[src/design/heliocentric_to_cartesian_top_macros.svh]
// assertion macros shared by the design
`ifndef HELIOCENTRIC_TO_CARTESIAN_TOP_MACROS_SVH
`define HELIOCENTRIC_TO_CARTESIAN_TOP_MACROS_SVH
`ifndef SYNTHESIS
`define H2C_ASSERT_IMP(lbl, ck, rn, ante, cons) \
	lbl: assert property (@(posedge ck) disable iff (!rn) (ante) |-> (cons)) \
	else $error("h2c assertion failed");
`define H2C_ASSERT_NEXT(lbl, ck, rn, ante, cons) \
	lbl: assert property (@(posedge ck) disable iff (!rn) (ante) |=> (cons)) \
	else $error("h2c assertion failed");
`else
`define H2C_ASSERT_IMP(lbl, ck, rn, ante, cons)
`define H2C_ASSERT_NEXT(lbl, ck, rn, ante, cons)
`endif
`endif

[src/design/h2c_pkg.sv]
`default_nettype none
package h2c_pkg;
	localparam int CORDIC_STAGES_DEF = 24;
	localparam int LON_W = 25;
	localparam int LAT_W = 24;
	localparam int R_W = 32;
	localparam int OUT_W = 33;
	localparam int ANG_W = 27;  // degrees q16 after wrap
	localparam int Z_W = 34;    // degrees q24 inside the cordic
	localparam int XY_W = 34;   // q4.30
	localparam int PROD_W = 2 * XY_W;
	localparam int SPROD_W = R_W + 1 + XY_W;
	localparam int SCL_W = SPROD_W - 30;

	localparam logic signed [XY_W-1:0] CORDIC_GAIN = XY_W'(652032874);
	localparam logic signed [XY_W-1:0] SIN_OBL = XY_W'(427109969);
	localparam logic signed [XY_W-1:0] COS_OBL = XY_W'(985138863);
	localparam logic signed [ANG_W-1:0] DEG90 = ANG_W'(90 * 65536);
	localparam logic signed [ANG_W-1:0] DEG180 = ANG_W'(180 * 65536);
	localparam logic signed [ANG_W-1:0] DEG360 = ANG_W'(360 * 65536);
	localparam logic signed [SCL_W-1:0] OUT_MAX = SCL_W'(64'sd4294967295);
	localparam logic signed [SCL_W-1:0] OUT_MIN = -SCL_W'(64'sd4294967296);

	typedef struct packed {
		logic neg;
		logic signed [Z_W-1:0] z;
	} ang_t;

	typedef struct packed {
		logic signed [XY_W-1:0] x_l;
		logic signed [XY_W-1:0] y_l;
		logic signed [Z_W-1:0] z_l;
		logic neg_l;
		logic signed [XY_W-1:0] x_b;
		logic signed [XY_W-1:0] y_b;
		logic signed [Z_W-1:0] z_b;
		logic neg_b;
		logic [R_W-1:0] r;
	} cordic_t;

	function automatic logic signed [Z_W-1:0] atan_q24(input logic [4:0] i);
		logic [29:0] v;
		case (i)
			5'd0: v = 30'd754974720;
			5'd1: v = 30'd445687602;
			5'd2: v = 30'd235489088;
			5'd3: v = 30'd119537938;
			5'd4: v = 30'd60000934;
			5'd5: v = 30'd30029717;
			5'd6: v = 30'd15018523;
			5'd7: v = 30'd7509720;
			5'd8: v = 30'd3754917;
			5'd9: v = 30'd1877466;
			5'd10: v = 30'd938734;
			5'd11: v = 30'd469367;
			5'd12: v = 30'd234684;
			5'd13: v = 30'd117342;
			5'd14: v = 30'd58671;
			5'd15: v = 30'd29335;
			5'd16: v = 30'd14668;
			5'd17: v = 30'd7334;
			5'd18: v = 30'd3667;
			5'd19: v = 30'd1833;
			5'd20: v = 30'd917;
			5'd21: v = 30'd458;
			5'd22: v = 30'd229;
			5'd23: v = 30'd115;
			5'd24: v = 30'd57;
			5'd25: v = 30'd29;
			5'd26: v = 30'd14;
			5'd27: v = 30'd7;
			5'd28: v = 30'd4;
			5'd29: v = 30'd2;
			5'd30: v = 30'd1;
			default: v = 30'd0;
		endcase
		return $signed({{(Z_W-30){1'b0}}, v});
	endfunction

	// fold into -90..90, flag a half-turn
	function automatic ang_t fold_ang(input logic signed [ANG_W-1:0] a);
		ang_t res;
		logic signed [ANG_W-1:0] f;
		f = a;
		res.neg = 1'b0;
		if (a > DEG90) begin
			f = a - DEG180;
			res.neg = 1'b1;
		end else if (a < -DEG90) begin
			f = a + DEG180;
			res.neg = 1'b1;
		end
		res.z = Z_W'(f) <<< 8;
		return res;
	endfunction

	function automatic logic signed [XY_W-1:0] mul_q30(input logic signed [XY_W-1:0] a,
			input logic signed [XY_W-1:0] b);
		logic signed [PROD_W-1:0] p;
		p = (PROD_W'(a) * PROD_W'(b)) + PROD_W'(64'sd536870912);
		return XY_W'(p >>> 30);
	endfunction

	function automatic logic signed [SCL_W-1:0] scale_r(input logic [R_W-1:0] r,
			input logic signed [XY_W-1:0] f);
		logic signed [SPROD_W-1:0] p;
		p = (SPROD_W'($signed({1'b0, r})) * SPROD_W'(f)) + SPROD_W'(64'sd536870912);
		return SCL_W'(p >>> 30);
	endfunction

	function automatic logic signed [OUT_W-1:0] sat_out(input logic signed [SCL_W-1:0] v);
		if (v > OUT_MAX) begin
			return OUT_W'(OUT_MAX);
		end else if (v < OUT_MIN) begin
			return OUT_W'(OUT_MIN);
		end
		return OUT_W'(v);
	endfunction
endpackage
`default_nettype wire

[src/design/h2c_cordic_cell.sv]
`default_nettype none
module h2c_cordic_cell
	import h2c_pkg::*;
#(
	parameter int IDX = 0
)(
	input wire logic clk,
	input wire logic arst_n,
	input wire logic in_valid,
	output logic in_ready,
	input wire cordic_t in_data,
	output logic out_valid,
	input wire logic out_ready,
	output cordic_t out_data
);
	localparam logic signed [Z_W-1:0] ATAN = atan_q24(5'(IDX));

	logic v_q;
	cordic_t d_q;
	cordic_t nx;

	// one micro-rotation on each lane
	always_comb begin
		nx = in_data;
		if (!in_data.z_l[Z_W-1]) begin
			nx.x_l = in_data.x_l - (in_data.y_l >>> IDX);
			nx.y_l = in_data.y_l + (in_data.x_l >>> IDX);
			nx.z_l = in_data.z_l - ATAN;
		end else begin
			nx.x_l = in_data.x_l + (in_data.y_l >>> IDX);
			nx.y_l = in_data.y_l - (in_data.x_l >>> IDX);
			nx.z_l = in_data.z_l + ATAN;
		end
		if (!in_data.z_b[Z_W-1]) begin
			nx.x_b = in_data.x_b - (in_data.y_b >>> IDX);
			nx.y_b = in_data.y_b + (in_data.x_b >>> IDX);
			nx.z_b = in_data.z_b - ATAN;
		end else begin
			nx.x_b = in_data.x_b + (in_data.y_b >>> IDX);
			nx.y_b = in_data.y_b - (in_data.x_b >>> IDX);
			nx.z_b = in_data.z_b + ATAN;
		end
	end

	assign in_ready = !v_q || out_ready;

	always_ff @(posedge clk or negedge arst_n) begin
		if (!arst_n) begin
			v_q <= 1'b0;
		end else if (in_ready) begin
			v_q <= in_valid;
		end
	end

	always_ff @(posedge clk) begin
		if (in_ready && in_valid) begin
			d_q <= nx;
		end
	end

	assign out_valid = v_q;
	assign out_data = d_q;
endmodule
`default_nettype wire

[config.mk]
export PLATFORM = sky130hd
export DESIGN_NAME = h2c_cordic_cell
export DESIGN_NICKNAME = d
export VERILOG_FILES = /design/src/design/heliocentric_to_cartesian_top_macros.svh /design/src/design/h2c_pkg.sv /design/src/design/h2c_cordic_cell.sv
export SDC_FILE = /design/constraint.sdc
export NUM_CORES = 1
export LEC_CHECK = 0
export BUFFER_PORTS_ARGS = -buffer_cell sky130_fd_sc_hd__buf_2
export CORE_MARGIN = 2
export CORE_UTILIZATION = 40
export CTS_CLUSTER_SIZE = 16
export DETAILED_ROUTE_END_ITERATION = 8
export GPL_TIMING_DRIVEN = 0
export PLACE_DENSITY = 0.61
export SLEW_MARGIN = 10
export SYNTH_ARGS = -nofsm -noshare
export SYNTH_HDL_FRONTEND = slang
export SYNTH_SLANG_ARGS = --single-unit
[constraint.sdc]
create_clock -name clk -period 14.9 [get_ports clk]
set_input_delay 0.745 -clock clk [delete_from_list [all_inputs] [get_ports clk]]
set_output_delay 0.745 -clock clk [all_outputs]
set_load 0.02 [all_outputs]
==> reports/metrics.cfg <==
[clock_tree]
numCtsBuffers=28
clockRootBuffer=clkbuf_16
insertion_delay_ns=0.58
postCtsSetupBuffers=0
post_cts_resized=0
cts.sinks=237
cts_tree=yes
cts-htree-levels=1
clk_path_buf_depth=3
clk_pin_slew_ns=0.06

[synthesis]
yosys.cell_count.top_type=a21oi_1
ys.flop_type=edfxtp_1
synth_top_area_frac=0.3700
synth_top_cells_by_area=edfxtp_1, ha_1, a21oi_1, xnor2_1, inv_1
synth-edff-count=236
synth.distinct_cells=79
syn_area_per_cell_sq_um=9.222
synth.largest_area_cell=edfxtp_1
ys_async_sr_fraction=0.004219
ys_warn_count=0
synth_common_cells=a21oi_1, edfxtp_1, ha_1
synth_seq_cells=237
netlist_area_sq_um=19150
syn-num-nets=2541
seq_area_frac_synth=0.3713
syn_inst=2077

[power]
peakVddDrop_uv=86.79
power_mw=2.385
cellPowerDensity_nw_per_um2=101.6
p_leak_nw=10.30

[route]
dr.pass1.iters=6
drc=0
via_count=18440
wl_per_cell_um=22.64
viasPerCell=5.691
antenna_left=0
wirelength_mm=73.38
drt_iter0_drc=1593

[floorplanning]
die_x_um=222.8
dieHeight_um=222.8
boundaryPins=482
core_area_sq_um=47550
row_count=80
initial_core_util=0.4029
dieArea_sq_um=49650

[layout]
finalNonFillerCells=3241
final.fill_count=4566
fin_area_sq_um=23480
areaGrowthSynthToFinish_pct=22.56
final_util=0.4938
layout.nets=3057
final_layout_size_suffix_gt1_frac=0.2204

[grt]
antenna_found_initial=14
grt-busiest-layer=met2
met1_usage=0.3877
grt_start_max_net_pins=59
first_global_vias=17850
grt-ovfl-total=0
use_met2=0.4485
grt_pass1_wl_mm=108.9
grt_use_met3=0.05448
grt.total_usage=0.2841

[timing]
clock_skew_ns=0.007306
slew_violations=0
setup_ws_ns=11.05
setup-violations-final=0
fmax_ghz=0.2598
finalHoldViolations=0
slew_headroom=0.1380
hold_ws_ns=0.3404
min_period_ns=3.850
final.setup.tns_ns=0
worstMarginPinSlew_ns=1.293
rsz0062_at_grt=no
fin_crit_sh=0.2584

[worst_setup_path]
crit_required_ns=15.26
worstSetupPathType=input pin to register
critPathMaxFanout=10
cp-start-kind=input pin
endpoint_kind=register
crit_arrival_ns=4.21

[placement]
pre_cts_slack_ns=10.58
portBuffers=481
place_inst=3177
hpwl_mm=58.65
place_congestion=0.9845
placed_area_sq_um=22450

[outcome]
status=completed

[min_path]
hold_class=input pin to register

[flow_run]
maxCapViolations=0

-- worst paths after layout --
check,startpoint,end,slack [ns],cells after the start
min in group asynchronous,arst_n,out_valid$_DFFE_PN0N_,0.51,2
setup reg to reg,out_valid$_DFFE_PN0N_,out_data[183]$_DFFE_PP_,12.88,4
max in group asynchronous,arst_n,out_valid$_DFFE_PN0N_,14.30,2
setup / recovery,in_data[190],out_data[202]$_DFFE_PP_,11.05,13
hold / removal,in_data[47],out_data[47]$_DFFE_PP_,0.34,1
hold reg to reg,out_valid$_DFFE_PN0N_,out_valid$_DFFE_PN0N_,0.57,2
-- repair_timing --
item | CTS | global route
hold buffers | 1 | 0
endpoints found under the hold margin | 1 | 0
setup endpoints to repair | 0 | 0
-- layer usage --
layer  share of wire  routed length, um
met1            0.44              31990
met2            0.45              32720
met3           0.084               6146
met4           0.034               2484
met5         0.00041                 30
-- registers in the layout, indices dropped and copies added, names as in the netlist --
name	count
out_data	236
out_valid	1
-- logic make-up (layout without fill, tap and decap cells) --
logic type,count (synthesis),count (layout),share of synthesized area
compound gates,679,679,0.2231
simple gates,463,463,0.1152
buf+inv,303,840,0.06134
flops,237,237,0.3713
fa+ha+maj,222,222,0.1481
xor+xnor,146,146,0.06676
mux,27,27,0.01417
other cells,0,12,0
-- placed cells by master (no fill, tap or decap), types with 12 or more instances in the layout --
| cell | count |
|---|---|
| a211o_1 | 12 |
| a211oi_1 | 24 |
| a21o_1 | 36 |
| a21oi_1 | 255 |
| buf_1 | 20 |
| buf_2 | 493 |
| clkbuf_1 | 51 |
| clkbuf_16 | 28 |
| clkinv_1 | 12 |
| diode_2 | 12 |
| edfxtp_1 | 236 |
| ha_1 | 214 |
| inv_1 | 204 |
| mux2i_1 | 26 |
| nand2_1 | 96 |
| nand2b_1 | 22 |
| nand3_1 | 38 |
| nand4_1 | 16 |
| nor2_1 | 148 |
| nor2b_1 | 23 |
| nor3_1 | 48 |
| nor4_1 | 21 |
| o211ai_1 | 23 |
| o21a_1 | 18 |
| o21ai_0 | 132 |
| o21bai_1 | 45 |
| o31ai_1 | 20 |
| xnor2_1 | 132 |
| xor2_1 | 14 |
-- power by group --
group | switching, mW | total [mW] | leakage [nW] | internal [mW]
Combinational | 0.527 | 0.798 | 7.56 | 0.271
Clock | 0.295 | 0.743 | 0.481 | 0.448
Sequential | 0.0166 | 0.844 | 2.26 | 0.828
-- critical path, cell delays in order --
cell and delay [ns]:
buf_2 0.12, inv_1 0.05, ha_1 0.31, clkbuf_1 0.26, nor4_1 0.84, nand2_1 0.20, nor3_1 0.17, o21ai_0 0.33
a31oi_1 0.51, nand2_1 0.12, a21oi_1 0.15, a21oi_1 0.09, xor2_1 0.29
-- area by class of cell --
type                            count  area (sq um)  share of cell area
Antenna cell                       12         30.03            0.001279
Buffer                             87         364.1             0.01551
Clock buffer                       30         708.2             0.03017
Clock inverter                     21         276.5             0.01178
Inverter                          216         810.8             0.03454
Multi-Input combinational cell   1537         10880              0.4634
Sequential cell                   237          7112              0.3029
Tap cell                          615         769.5             0.03278
Timing Repair Buffer              486          2527              0.1077
No activity file was read; power rests on OpenSTA's default activity.
