--- config.mk ---
export PLATFORM = sky130hd
export DESIGN_NAME = h2c_prep
export DESIGN_NICKNAME = d
export VERILOG_FILES = /design/src/design/heliocentric_to_cartesian_top_macros.svh /design/src/design/h2c_pkg.sv /design/src/design/h2c_prep.sv
export SDC_FILE = /design/constraint.sdc
export NUM_CORES = 1
export LEC_CHECK = 0
export BUFFER_PORTS_ARGS = -buffer_cell sky130_fd_sc_hd__buf_2
export CAP_MARGIN = 25
export CORE_AREA = 5 5 122 124
export CTS_CLUSTER_DIAMETER = 80
export DETAILED_ROUTE_END_ITERATION = 6
export DIE_AREA = 0 0 127 129
export PLACE_DENSITY = 0.71
export SETUP_SLACK_MARGIN = 0.02
export SLEW_MARGIN = 20
export SYNTH_ARGS = -nofsm -noshare
export SYNTH_HDL_FRONTEND = slang
export SYNTH_SLANG_ARGS = --single-unit
--- constraint.sdc ---
create_clock -name clk -period 5.75 [get_ports clk]
set_input_delay 0.2875 -clock clk [delete_from_list [all_inputs] [get_ports clk]]
set_output_delay 0.2875 -clock clk [all_outputs]
set_load 0.01 [all_outputs]
--- src/design/heliocentric_to_cartesian_top_macros.svh ---
// assertion macros shared by the design
`ifndef HELIOCENTRIC_TO_CARTESIAN_TOP_MACROS_SVH
`define HELIOCENTRIC_TO_CARTESIAN_TOP_MACROS_SVH
`ifndef SYNTHESIS
`define H2C_ASSERT_IMP(lbl, ck, rn, ante, cons) \
	lbl: assert property (@(posedge ck) disable iff (!rn) (ante) |-> (cons)) \
	else $error("h2c assertion failed");
`define H2C_ASSERT_NEXT(lbl, ck, rn, ante, cons) \
	lbl: assert property (@(posedge ck) disable iff (!rn) (ante) |=> (cons)) \
	else $error("h2c assertion failed");
`else
`define H2C_ASSERT_IMP(lbl, ck, rn, ante, cons)
`define H2C_ASSERT_NEXT(lbl, ck, rn, ante, cons)
`endif
`endif

--- src/design/h2c_pkg.sv ---
`default_nettype none
package h2c_pkg;
	localparam int CORDIC_STAGES_DEF = 24;
	localparam int LON_W = 25;
	localparam int LAT_W = 24;
	localparam int R_W = 32;
	localparam int OUT_W = 33;
	localparam int ANG_W = 27;  // degrees q16 after wrap
	localparam int Z_W = 34;    // degrees q24 inside the cordic
	localparam int XY_W = 34;   // q4.30
	localparam int PROD_W = 2 * XY_W;
	localparam int SPROD_W = R_W + 1 + XY_W;
	localparam int SCL_W = SPROD_W - 30;

	localparam logic signed [XY_W-1:0] CORDIC_GAIN = XY_W'(652032874);
	localparam logic signed [XY_W-1:0] SIN_OBL = XY_W'(427109969);
	localparam logic signed [XY_W-1:0] COS_OBL = XY_W'(985138863);
	localparam logic signed [ANG_W-1:0] DEG90 = ANG_W'(90 * 65536);
	localparam logic signed [ANG_W-1:0] DEG180 = ANG_W'(180 * 65536);
	localparam logic signed [ANG_W-1:0] DEG360 = ANG_W'(360 * 65536);
	localparam logic signed [SCL_W-1:0] OUT_MAX = SCL_W'(64'sd4294967295);
	localparam logic signed [SCL_W-1:0] OUT_MIN = -SCL_W'(64'sd4294967296);

	typedef struct packed {
		logic neg;
		logic signed [Z_W-1:0] z;
	} ang_t;

	typedef struct packed {
		logic signed [XY_W-1:0] x_l;
		logic signed [XY_W-1:0] y_l;
		logic signed [Z_W-1:0] z_l;
		logic neg_l;
		logic signed [XY_W-1:0] x_b;
		logic signed [XY_W-1:0] y_b;
		logic signed [Z_W-1:0] z_b;
		logic neg_b;
		logic [R_W-1:0] r;
	} cordic_t;

	function automatic logic signed [Z_W-1:0] atan_q24(input logic [4:0] i);
		logic [29:0] v;
		case (i)
			5'd0: v = 30'd754974720;
			5'd1: v = 30'd445687602;
			5'd2: v = 30'd235489088;
			5'd3: v = 30'd119537938;
			5'd4: v = 30'd60000934;
			5'd5: v = 30'd30029717;
			5'd6: v = 30'd15018523;
			5'd7: v = 30'd7509720;
			5'd8: v = 30'd3754917;
			5'd9: v = 30'd1877466;
			5'd10: v = 30'd938734;
			5'd11: v = 30'd469367;
			5'd12: v = 30'd234684;
			5'd13: v = 30'd117342;
			5'd14: v = 30'd58671;
			5'd15: v = 30'd29335;
			5'd16: v = 30'd14668;
			5'd17: v = 30'd7334;
			5'd18: v = 30'd3667;
			5'd19: v = 30'd1833;
			5'd20: v = 30'd917;
			5'd21: v = 30'd458;
			5'd22: v = 30'd229;
			5'd23: v = 30'd115;
			5'd24: v = 30'd57;
			5'd25: v = 30'd29;
			5'd26: v = 30'd14;
			5'd27: v = 30'd7;
			5'd28: v = 30'd4;
			5'd29: v = 30'd2;
			5'd30: v = 30'd1;
			default: v = 30'd0;
		endcase
		return $signed({{(Z_W-30){1'b0}}, v});
	endfunction

	// fold into -90..90, flag a half-turn
	function automatic ang_t fold_ang(input logic signed [ANG_W-1:0] a);
		ang_t res;
		logic signed [ANG_W-1:0] f;
		f = a;
		res.neg = 1'b0;
		if (a > DEG90) begin
			f = a - DEG180;
			res.neg = 1'b1;
		end else if (a < -DEG90) begin
			f = a + DEG180;
			res.neg = 1'b1;
		end
		res.z = Z_W'(f) <<< 8;
		return res;
	endfunction

	function automatic logic signed [XY_W-1:0] mul_q30(input logic signed [XY_W-1:0] a,
			input logic signed [XY_W-1:0] b);
		logic signed [PROD_W-1:0] p;
		p = (PROD_W'(a) * PROD_W'(b)) + PROD_W'(64'sd536870912);
		return XY_W'(p >>> 30);
	endfunction

	function automatic logic signed [SCL_W-1:0] scale_r(input logic [R_W-1:0] r,
			input logic signed [XY_W-1:0] f);
		logic signed [SPROD_W-1:0] p;
		p = (SPROD_W'($signed({1'b0, r})) * SPROD_W'(f)) + SPROD_W'(64'sd536870912);
		return SCL_W'(p >>> 30);
	endfunction

	function automatic logic signed [OUT_W-1:0] sat_out(input logic signed [SCL_W-1:0] v);
		if (v > OUT_MAX) begin
			return OUT_W'(OUT_MAX);
		end else if (v < OUT_MIN) begin
			return OUT_W'(OUT_MIN);
		end
		return OUT_W'(v);
	endfunction
endpackage
`default_nettype wire

--- src/design/h2c_prep.sv ---
`default_nettype none
module h2c_prep
	import h2c_pkg::*;
(
	input wire logic clk,
	input wire logic arst_n,
	input wire logic in_valid,
	output logic in_ready,
	input wire logic [LON_W-1:0] longitude,
	input wire logic signed [LAT_W-1:0] latitude,
	input wire logic [R_W-1:0] radius,
	output logic out_valid,
	input wire logic out_ready,
	output cordic_t out_data
);
	logic v_q;
	cordic_t d_q;
	logic signed [ANG_W-1:0] lon_w;
	ang_t fl;
	ang_t fb;

	always_comb begin
		lon_w = $signed({{(ANG_W-LON_W){1'b0}}, longitude});
		if (lon_w >= DEG360) begin
			lon_w = lon_w - DEG360;
		end
		if (lon_w > DEG180) begin
			lon_w = lon_w - DEG360;
		end
		fl = fold_ang(lon_w);
		fb = fold_ang(ANG_W'(latitude));
	end

	assign in_ready = !v_q || out_ready;

	always_ff @(posedge clk or negedge arst_n) begin
		if (!arst_n) begin
			v_q <= 1'b0;
		end else if (in_ready) begin
			v_q <= in_valid;
		end
	end

	always_ff @(posedge clk) begin
		if (in_ready && in_valid) begin
			d_q.x_l <= CORDIC_GAIN;
			d_q.y_l <= '0;
			d_q.z_l <= fl.z;
			d_q.neg_l <= fl.neg;
			d_q.x_b <= CORDIC_GAIN;
			d_q.y_b <= '0;
			d_q.z_b <= fb.z;
			d_q.neg_b <= fb.neg;
			d_q.r <= radius;
		end
	end

	assign out_valid = v_q;
	assign out_data = d_q;
endmodule
`default_nettype wire

==> results.py, run 1 <==
metrics = {
    "status": {
        "status": "finished, final reports clean",
    },
    "clock_network": {
        "clkLatencyLatePin_ns": 0.33,
        "clock-sinks": 87,
        "root_buffer": "clkbuf_16",
        "cts_resized": 0,
        "cts_tree": "done",
        "cts_made_buffers": 9,
        "clk_transition_reported_paths_ns": 0.07,
        "htree_num_levels": 3,
        "cts_max_path_buffers": 2,
    },
    "power": {
        "cellPowerDensity_mw_per_mm2": 289,
        "leakage_nw": 2.60,
        "ir_worst_vdd_mv": 0.129,
    },
    "sta": {
        "setup_tns_ns": 0,
        "hold_viol": 0,
        "post-route-min-period_ns": 3.02,
        "finalSetupViolations": 0,
        "setup_ws_ns": 2.73,
        "rsz0062_at_grt": "false",
        "drv_slew": 0,
        "whs_ns": 0.131,
        "skew_ns": 0.00632,
        "worstMarginPinSlew_ns": 0.789,
        "period_share": 0.525,
        "fmax_mhz": 332,
        "slew_headroom": 0.474,
    },
    "worst_setup_path": {
        "arrival_ns": 3.09,
        "critPathMaxStageDelay_ns": 0.57,
        "r2r-start": "out_valid",
        "path_cells": "buf_2 > inv_1 > ha_1 > nand3b_1 > a21o_1 > o21ai_2 > o31a_1 > xnor2_1 > inv_1 > ha_1 > o311ai_0 > xnor2_1",
        "slowest_stage": "o31a_1",
        "crit_path_end": "out_data[164]",
        "r2r-end": "out_data[19]",
        "cp.required_ns": 5.82,
        "worstSetupPathType": "input port to flop",
        "crit_path_end_kind": "flop",
        "critical_path.top_delay_family": "compound AO/OA/AOI/OAI gates",
        "crit_cells": 12,
        "critPathMaxFanout": 12,
        "ff2ff_path_depth": 3,
        "critPathLaunchType": "input port",
        "r2r_setup_slack_ns": 3.79,
        "worstSetupStartpoint": "longitude[19]",
        "path_buf_inv": 3,
    },
    "logic_synthesis": {
        "synthTopCellsByArea": "edfxtp_1 51%, buf_4 23%, ha_1 2.0%",
        "synthArstFlopShare": 0.0115,
        "syn_inst": 423,
        "yosys.area_share.simple": 0.0780,
        "synth_compound_area_frac": 0.105,
        "yosysTopAreaCell": "edfxtp_1",
        "synth_fa_ha_area_frac": 0.0199,
        "synth_top_cell_area_share": 0.512,
        "synth_top_family_by_area": "buffers and inverters",
        "ys_warn_count": 0,
        "synthMuxAreaShare": 0.00819,
        "ys_seq_area_frac": 0.517,
        "synth-edff-count": 86,
        "ys_seq_elements": 87,
        "synthXorXnorAreaFrac": 0.0226,
        "avgSynthCellArea_um2": 11.9,
        "synth_cell_types": 60,
        "synth_ff_type": "edfxtp_1",
        "syn-cell-area_mm2": 0.00504,
    },
    "placed_design": {
        "dpl-instance-area_mm2": 0.00549,
        "place_hpwl_um": 9410,
        "post-place-ws_ns": 2.37,
        "io_buffers": 172,
        "place.gp.congestion": 0.849,
    },
    "die": {
        "io_pins": 325,
        "core_region_area_mm2": 0.0137,
        "dieArea_mm2": 0.0164,
        "rows": 43,
        "die_h_um": 129,
        "die_x_um": 127,
        "initial_core_util": 0.369,
    },
    "routing": {
        "totalWireLength_um": 11600,
        "wl_met3_um": 1250,
        "viasPerCell": 4.28,
        "routed-wl-met2_um": 6070,
        "drc": 0,
        "drtPass1Iterations": 4,
        "highest_layer": "met5",
        "via_count": 3339,
        "antenna_left": 0,
        "drt-met1-wl_um": 4210,
        "drt_iter0_markers": 245,
        "post_drt_wl_per_cell_um": 14.9,
    },
    "flow_run": {
        "drv_cap": 0,
    },
    "finish": {
        "postLayoutCellArea_mm2": 0.00583,
        "n_antenna_cell": 0,
        "final_nets": 689,
        "area.growth.synth_to_final_pct": 15.7,
        "drive_gt1_frac": 0.344,
        "final_util": 0.427,
    },
    "grt": {
        "overflow": 0,
        "grt_pass1_wl_um": 16700,
        "grt_pass1_vias": 3144,
        "antenna_found_initial": 1,
        "grt_max_degree": 65,
        "grt_use_total": 0.130,
    },
    "min_path": {
        "worstHoldPathType": "input port to flop",
    },
}
[power breakdown]
| part | leakage [nW] | internal, mW | total, mW | switching (mW) |
|---|---|---|---|---|
| Sequential | 0.831 | 0.753 | 0.763 | 0.00976 |
| Combinational | 1.61 | 0.100 | 0.295 | 0.195 |
| Clock | 0.160 | 0.388 | 0.628 | 0.240 |
[metal layers]
layer / up-vias / track usage
li1: 1563 / -
met1: 1549 / 0.150
met2: 215 / 0.241
met3: 10 / 0.0340
met4: 2 / 0.0303
met5: - / 0
[cells in the mapped netlist (4+ instances only)]
master / instances
a21oi_1: 5
buf_4: 153
edfxtp_1: 86
ha_1: 8
inv_1: 11
nand2_1: 11
nand2b_1: 6
nand3_1: 9
nor2_1: 8
nor2b_1: 6
nor3_1: 7
nor4_1: 6
o211ai_1: 7
o21ai_0: 12
o31ai_1: 5
or2_2: 4
xnor2_1: 10
[worst min-delay path by stage]
stage,from,end,slack [ns],cells past startpoint
after global placement,arst_n,out_valid,0.06,1
after detailed placement,arst_n,out_valid,0.06,1
after floorplan,arst_n,out_valid,-0.008,0
after global routing,radius[14],out_data[14],0.11,1
final,radius[13],out_data[13],0.13,1
after CTS,radius[30],out_data[30],0.12,1
[placed cells by master (no fill, tap or decap), drive strengths merged, types with 3 or more instances in the layout]
cell     count
mux2i        3
a211oi       4
a211o        3
nor2b        6
o211ai       7
conb       152
a21oi        6
nand2       11
nand4        3
nor3         8
o31ai        5
xnor2       10
nor2         8
xor2         3
o21ai       13
nor4         6
or2          5
nand3        9
buf        173
ha           8
a2111oi      3
inv         15
edfxtp      86
a31oi        3
clkbuf      10
nand2b       6
[stage by stage]
step / instances / power [mW]
floorplan: 573 / 1.05
global placement: 764 / 1.06
detailed placement: 764 / 1.07
CTS: 781 / 1.70
global route: 781 / 1.77
finish: 781 / 1.69
[cells by family after synthesis]
family / count (synthesis)
fa+ha+maj: 8
mux: 4
buf+inv: 173
other cells: 2
simple gates: 70
flops: 87
xor+xnor: 13
compound gates: 66
[timing repair]
action / 4_1_cts / 5_1_grt
buffers inserted: 0 / 0
hold buffers: 1 / 0
hold endpoints to repair: 1 / 0
[area by class of cell]
cell class                      count  area [um2]
Multi-Input combinational cell    313        1750
Sequential cell                    87        2610
Fill cell                        1326        7830
Clock inverter                      6        97.6
Inverter                           11        41.3
Timing Repair Buffer              174         878
Tap cell                          180         225
Clock buffer                       10         229
[state kept, by name, indices dropped and copies added, names as in the netlist]
| register | flops |
|---|---|
| out_data | 86 |
| out_valid | 1 |
Power figures use the tool's default switching activity.
==> run 2, diff against run 1 <==
--- a/config.mk
+++ b/config.mk
@@ -7,10 +7,10 @@
 export LEC_CHECK = 0
 export BUFFER_PORTS_ARGS = -buffer_cell sky130_fd_sc_hd__buf_2
 export CAP_MARGIN = 25
-export CORE_AREA = 5 5 122 124
+export CORE_AREA = 5 5 124 126
 export CTS_CLUSTER_DIAMETER = 80
 export DETAILED_ROUTE_END_ITERATION = 6
-export DIE_AREA = 0 0 127 129
+export DIE_AREA = 0 0 129 131
 export PLACE_DENSITY = 0.71
 export SETUP_SLACK_MARGIN = 0.02
 export SLEW_MARGIN = 20
==> constraint.sdc (replaced) <==
create_clock -name clk -period 2.44 [get_ports clk]
set_input_delay 0.122 -clock clk [delete_from_list [all_inputs] [get_ports clk]]
set_output_delay 0.122 -clock clk [all_outputs]
set_load 0.01 [all_outputs]
==> run 2 against run 1 <==
Against the previous run: worst hold slack worse by 0.11 ns; combinational power grew to 3.1 times the previous value; power rose by 140%; sequential power up 140%; sequential cell count stayed put; clock power rose by 120%; critical endpoint is now out_data[61].
==> results.py, run 2 (synthesis results as in run 1) <==
metrics = {
    "placed_design": {
        "io_buffers": 172,
        "place_hpwl_um": 10300,
        "dp_cells": 813,
        "place.gp.congestion": 0.873,
    },
    "finish": {
        "final_util": 0.491,
        "layout_commonest_cell": "buf_2",
        "drive_gt1_frac": 0.378,
        "largest_reg_flops": 86,
        "most-common-layout-cells": "171 x buf_2, 152 x conb_1, 86 x edfxtp_1",
        "area.growth.synth_to_final_pct": 38.3,
        "final_nets": 803,
        "instances_no_fill": 900,
    },
    "routing": {
        "drtPass1Iterations": 4,
        "antenna_left": 0,
        "viasPerCell": 4.33,
        "drt_iter0_markers": 223,
        "drc": 0,
        "via_count": 3895,
        "totalWireLength_um": 13800,
        "post_drt_wl_per_cell_um": 15.4,
    },
    "worst_setup_path": {
        "r2r-start": "out_valid",
        "path_buf_inv": 2,
        "ff2ff_path_depth": 3,
        "worstSetupPathType": "input port to flop",
        "r2r_setup_slack_ns": 1.00,
        "critPathMaxFanout": 7,
        "critPathLaunchType": "input port",
        "critPathMaxStageDelay_ns": 0.57,
        "slowest_stage": "dlygate4sd3_1",
        "critical_path.top_delay_family": "simple AND/OR/NAND/NOR gates",
        "arrival_ns": 2.47,
        "path_cells": "dlygate4sd3_1 > or4_4 > nor4_4 > nand4_1 > a31oi_2 > nor3_4 > buf_6 > mux2i_2 > xor2_1",
        "cp.required_ns": 2.51,
        "crit_path_end_kind": "flop",
        "r2r-end": "out_data[60]",
    },
    "clock_network": {
        "clock-sinks": 87,
        "root_buffer": "clkbuf_16",
        "clkLatencyLatePin_ns": 0.33,
        "cts_made_buffers": 9,
        "cts_tree": "done",
        "htree_num_levels": 3,
        "clk_transition_reported_paths_ns": 0.06,
        "cts_max_path_buffers": 2,
    },
    "sta": {
        "hold_viol": 0,
        "skew_ns": 0.00818,
        "fmax_mhz": 417,
        "post-route-min-period_ns": 2.40,
        "finalSetupViolations": 0,
        "drv_slew": 0,
        "worstMarginPinSlew_ns": 0.500,
        "whs_ns": 0.0177,
        "rsz0062_at_grt": "true",
        "period_share": 0.984,
        "slew_headroom": 0.666,
    },
    "min_path": {
        "hold_end": "out_data[47]",
        "worstHoldPathType": "input port to flop",
        "hp-start": "latitude[6]",
        "hold_path_depth": 1,
    },
    "grt": {
        "grt_pass1_vias": 3824,
        "antenna_found_initial": 2,
        "use_met2": 0.279,
        "grt_max_degree": 61,
        "overflow": 0,
        "grt.busiest_layer": "met2",
        "met1_usage": 0.172,
        "grt_pass1_wl_um": 19700,
        "use_met3": 0.0321,
        "grt_use_total": 0.149,
    },
    "flow_run": {
        "drv_cap": 0,
    },
    "power": {
        "cellPowerDensity_mw_per_mm2": 590,
        "leakage_nw": 3.14,
        "ir_worst_vdd_mv": 0.323,
    },
    "die": {
        "rows": 44,
        "die_h_um": 131,
        "dieArea_mm2": 0.0169,
        "initial_core_util": 0.355,
        "die_x_um": 129,
        "io_pins": 325,
        "core_region_area_mm2": 0.0142,
    },
    "status": {
        "status": "finished, final reports clean",
    },
}
==> run 2: cell count changes in the layout (fill, tap and decap cells not counted), sizes merged <==
cell	before	now
buf	173	223
bufinv	2	1
clkbuf	10	9
clkinv	0	2
diode	0	1
dlygate4sd3	1	65
==> run 2: routing by layer <==
layer	share of wire	routed length, um	vias to the layer above
li1	-	-	1795
met1	0.37	5090	1835
met2	0.53	7270	249
met3	0.093	1290	14
met4	0.011	157	2
met5	0.00094	13	-
==> run 2: worst max-delay path by stage <==
| stage | from | endpoint | slack [ns] | depth (start not counted) |
|---|---|---|---|---|
| after global routing | longitude[19] | out_data[169] | -0.02 | 14 |
| final | latitude[4] | out_data[61] | 0.04 | 9 |
| after CTS | latitude[4] | out_data[62] | 0.04 | 9 |
| after floorplan | longitude[21] | out_data[164] | 0.04 | 12 |
| after detailed placement | longitude[5] | out_data[162] | -0.40 | 9 |
| after global placement | longitude[10] | out_data[167] | -0.42 | 9 |
==> run 2: report_power, final <==
part           switching, mW  internal [mW]
sequential            0.0286           1.77
clock                  0.580          0.807
combinational          0.521          0.399
total                   1.13           2.98
==> run 2: cell type report <==
| cell class | instances | area (um2) |
|---|---|---|
| fill | 1274 | 7230 |
| sequential | 87 | 2610 |
| timing repair buffer | 288 | 1910 |
| multi-input combinational | 313 | 1880 |
| tap | 184 | 230 |
| clock buffer | 9 | 225 |
| clock inverter | 7 | 76.3 |
| inverter | 11 | 41.3 |
| antenna | 1 | 2.50 |
==> run 2: per-stage QoR <==
step                      cell area, um2  setup TNS (ns)  power [mW]  worst slack (ns)
after global routing                6970         -0.0257        4.31           -0.0200
after global placement              5860           -3.04        2.60            -0.416
after CTS                           6820               0        4.10            0.0353
after floorplan                     5610               0        2.46            0.0383
after detailed placement            5860           -2.76        2.62            -0.399
final                               6970               0        4.11            0.0401
==> run 2: timing repair <==
item / CTS / global route
setup buffers: 0 / 6
pin swaps: 0 / 8
hold buffers: 65 / 0
setup endpoints to repair: 3 / 9
resized for setup: 2 / 20
hold endpoints to repair: 65 / 0
==> run 3, diff against run 2 <==
--- a/config.mk
+++ b/config.mk
@@ -5,13 +5,14 @@
 export SDC_FILE = /design/constraint.sdc
 export NUM_CORES = 1
 export LEC_CHECK = 0
+export ABC_AREA = 1
 export BUFFER_PORTS_ARGS = -buffer_cell sky130_fd_sc_hd__buf_2
 export CAP_MARGIN = 25
-export CORE_AREA = 5 5 124 126
+export CORE_AREA = 5 5 123 125
 export CTS_CLUSTER_DIAMETER = 80
 export DETAILED_ROUTE_END_ITERATION = 6
-export DIE_AREA = 0 0 129 131
-export PLACE_DENSITY = 0.71
+export DIE_AREA = 0 0 128 130
+export PLACE_DENSITY = 0.72
 export SETUP_SLACK_MARGIN = 0.02
 export SLEW_MARGIN = 20
 export SYNTH_ARGS = -nofsm -noshare
==> run 3 against run 2 <==
Against the previous run: critical path depth grew 12; count of clock-buffer cells in the layout grew 1; via count shrank 4.4%; clock skew shrank 0.0014 ns; critical path type unchanged.
==> results.py, run 3 <==
metrics = {
    "status": {
        "status": "finished, final reports clean",
    },
    "worst_setup_path": {
        "cpMostUsedCell": "nand2_4",
        "cp.required_ns": 2.52,
        "critical_path.top_delay_family": "simple AND/OR/NAND/NOR gates",
        "path_buf_inv": 4,
        "slowest_stage": "xor2_1",
        "critPathLaunchType": "input port",
        "critPathMaxFanout": 7,
        "critPathMaxStageDelay_ns": 0.22,
        "r2r_setup_slack_ns": 1.05,
        "crit_path_end_kind": "flop",
        "worstSetupPathType": "input port to flop",
        "arrival_ns": 2.18,
        "path_cells": "buf_2 > inv_2 > nor2_1 > nand2_2 > nand2_4 > nand2_1 > xor2_1 > nand2_2 > nand2_4 > nand2_8 > buf_8 > nand2_4 > nand2_4 > inv_4 > nand2_2 > nand2_2 > nand2_4 > nand2_4 > nand2_1 > nand3_1 > nand2_1",
    },
    "die": {
        "die_x_um": 128,
        "rows": 43,
        "core_region_area_mm2": 0.0138,
        "die_h_um": 130,
        "io_pins": 325,
        "dieArea_mm2": 0.0166,
        "initial_core_util": 0.365,
    },
    "routing": {
        "totalWireLength_um": 12500,
        "via_count": 3725,
        "drc": 0,
        "post_drt_wl_per_cell_um": 13.6,
        "drt_iter0_markers": 142,
        "drtPass1Iterations": 6,
        "viasPerCell": 4.06,
        "antenna_left": 0,
    },
    "clock_network": {
        "clkLatencyLatePin_ns": 0.33,
        "clock-sinks": 87,
        "cts_made_buffers": 9,
        "cts_max_path_buffers": 2,
        "htree_num_levels": 3,
        "clk_transition_reported_paths_ns": 0.06,
        "root_buffer": "clkbuf_16",
        "cts_tree": "done",
    },
    "finish": {
        "final_nets": 826,
        "drive_gt1_frac": 0.335,
        "postLayoutCellArea_mm2": 0.00667,
        "instances_no_fill": 918,
        "layout_commonest_cell": "buf_2",
        "final_util": 0.484,
        "area.growth.synth_to_final_pct": 32.7,
        "largest_reg_flops": 86,
        "n_antenna_cell": 0,
        "fill_cells": 1268,
        "most-common-layout-cells": "171 x buf_2, 152 x conb_1, 86 x edfxtp_1",
    },
    "sta": {
        "setup_ws_ns": 0.344,
        "rsz0062_at_grt": "false",
        "fmax_mhz": 477,
        "period_share": 0.859,
        "hold_viol": 0,
        "post-route-min-period_ns": 2.10,
        "drv_slew": 0,
        "setup_tns_ns": 0,
        "finalSetupViolations": 0,
        "skew_ns": 0.00680,
        "whs_ns": 0.0189,
    },
    "logic_synthesis": {
        "yosysTopAreaCell": "edfxtp_1",
        "synth_ff_type": "edfxtp_1",
        "syn_inst": 472,
        "yosysMostFrequentCell": "buf_4",
        "avgSynthCellArea_um2": 10.6,
        "synth_common_cells": "152 x buf_4, 86 x edfxtp_1, 67 x nand2_1, 29 x nand3_1, 26 x inv_1",
        "synthTopCellsByArea": "edfxtp_1 51%, buf_4 23%, nand2_1 5.0%",
        "synth_top_cell_area_share": 0.514,
        "synth_cell_types": 36,
        "synth-edff-count": 86,
        "syn-cell-area_mm2": 0.00502,
        "synthArstFlopShare": 0.0115,
        "ys_seq_area_frac": 0.519,
        "ys_warn_count": 0,
        "ys_seq_elements": 87,
    },
    "grt": {
        "grt_use_total": 0.137,
        "grt_pass1_wl_um": 17800,
        "antenna_found_initial": 0,
        "grt_pass1_vias": 3574,
        "grt_max_degree": 87,
        "overflow": 0,
    },
    "power": {
        "cellPowerDensity_mw_per_mm2": 607,
        "leakage_nw": 3.24,
        "p_total_mw": 4.05,
        "ir_worst_vdd_mv": 0.390,
    },
    "min_path": {
        "worstHoldPathType": "input port to flop",
    },
    "placed_design": {
        "dpl-instance-area_mm2": 0.00560,
        "dp_cells": 827,
        "io_buffers": 172,
        "place.gp.congestion": 0.840,
        "post-place-ws_ns": -0.0294,
        "place_hpwl_um": 9340,
    },
    "flow_run": {
        "drv_cap": 0,
    },
}
run 3: worst paths after layout:
kind / start / to / cells after the start
worst min-delay path: longitude[9] / out_data[153] / 1
worst max register to register: out_valid / out_data[162] / 2
worst max-delay path: longitude[21] / out_data[163] / 21
worst min register to register: out_valid / out_valid / 2
min in group asynchronous: arst_n / out_valid / 2
max in group asynchronous: arst_n / out_valid / 2
run 3: area by class of cell:
class | count | area, um2 | area share
Sequential cell | 87 | 2610 | 0.391
Multi-Input combinational cell | 351 | 1770 | 0.266
Timing Repair Buffer | 253 | 1660 | 0.249
Clock buffer | 10 | 229 | 0.0343
Tap cell | 180 | 225 | 0.0338
Inverter | 31 | 119 | 0.0178
Clock inverter | 6 | 53.8 | 0.00807
run 3: routing by layer:
| layer | share of wire | GRT usage | vias to the layer above |
|---|---|---|---|
| li1 | - | - | 1785 |
| met1 | 0.36 | 0.153 | 1722 |
| met2 | 0.52 | 0.252 | 201 |
| met3 | 0.099 | 0.0372 | 17 |
| met4 | 0.016 | 0.0487 | 0 |
| met5 | 0 | 0 | - |
run 3: what timing repair did:
action	4_1_cts	5_1_grt
setup endpoints to repair	0	9
buffers inserted	0	11
resized for setup	0	14
endpoints found under the hold margin	65	0
hold buffers	65	0
run 3: worst reg2reg max path: cells and delay by family (launching register included):
family,cells,cell delay [ns]
buffers and inverters,1,0.38
AO/OA/AOI/OAI,1,0.18
flip-flops,1,0.42
run 3: logic make-up after synthesis:
family / after synthesis / share of synthesized area
xor gates and xnor gates: 13 / 0.0227
buffers and inverters: 184 / 0.252
and+or+nand+nor: 157 / 0.159
AOI/OAI and AO/OA: 21 / 0.0267
other: 2 / 0.00149
DFF: 87 / 0.519
adders and majority gates: 8 / 0.0199
run 3: power by group:
part / internal (mW) / switching [mW]
combinational: 0.373 / 0.581
clock: 0.708 / 0.583
sequential: 1.78 / 0.0244
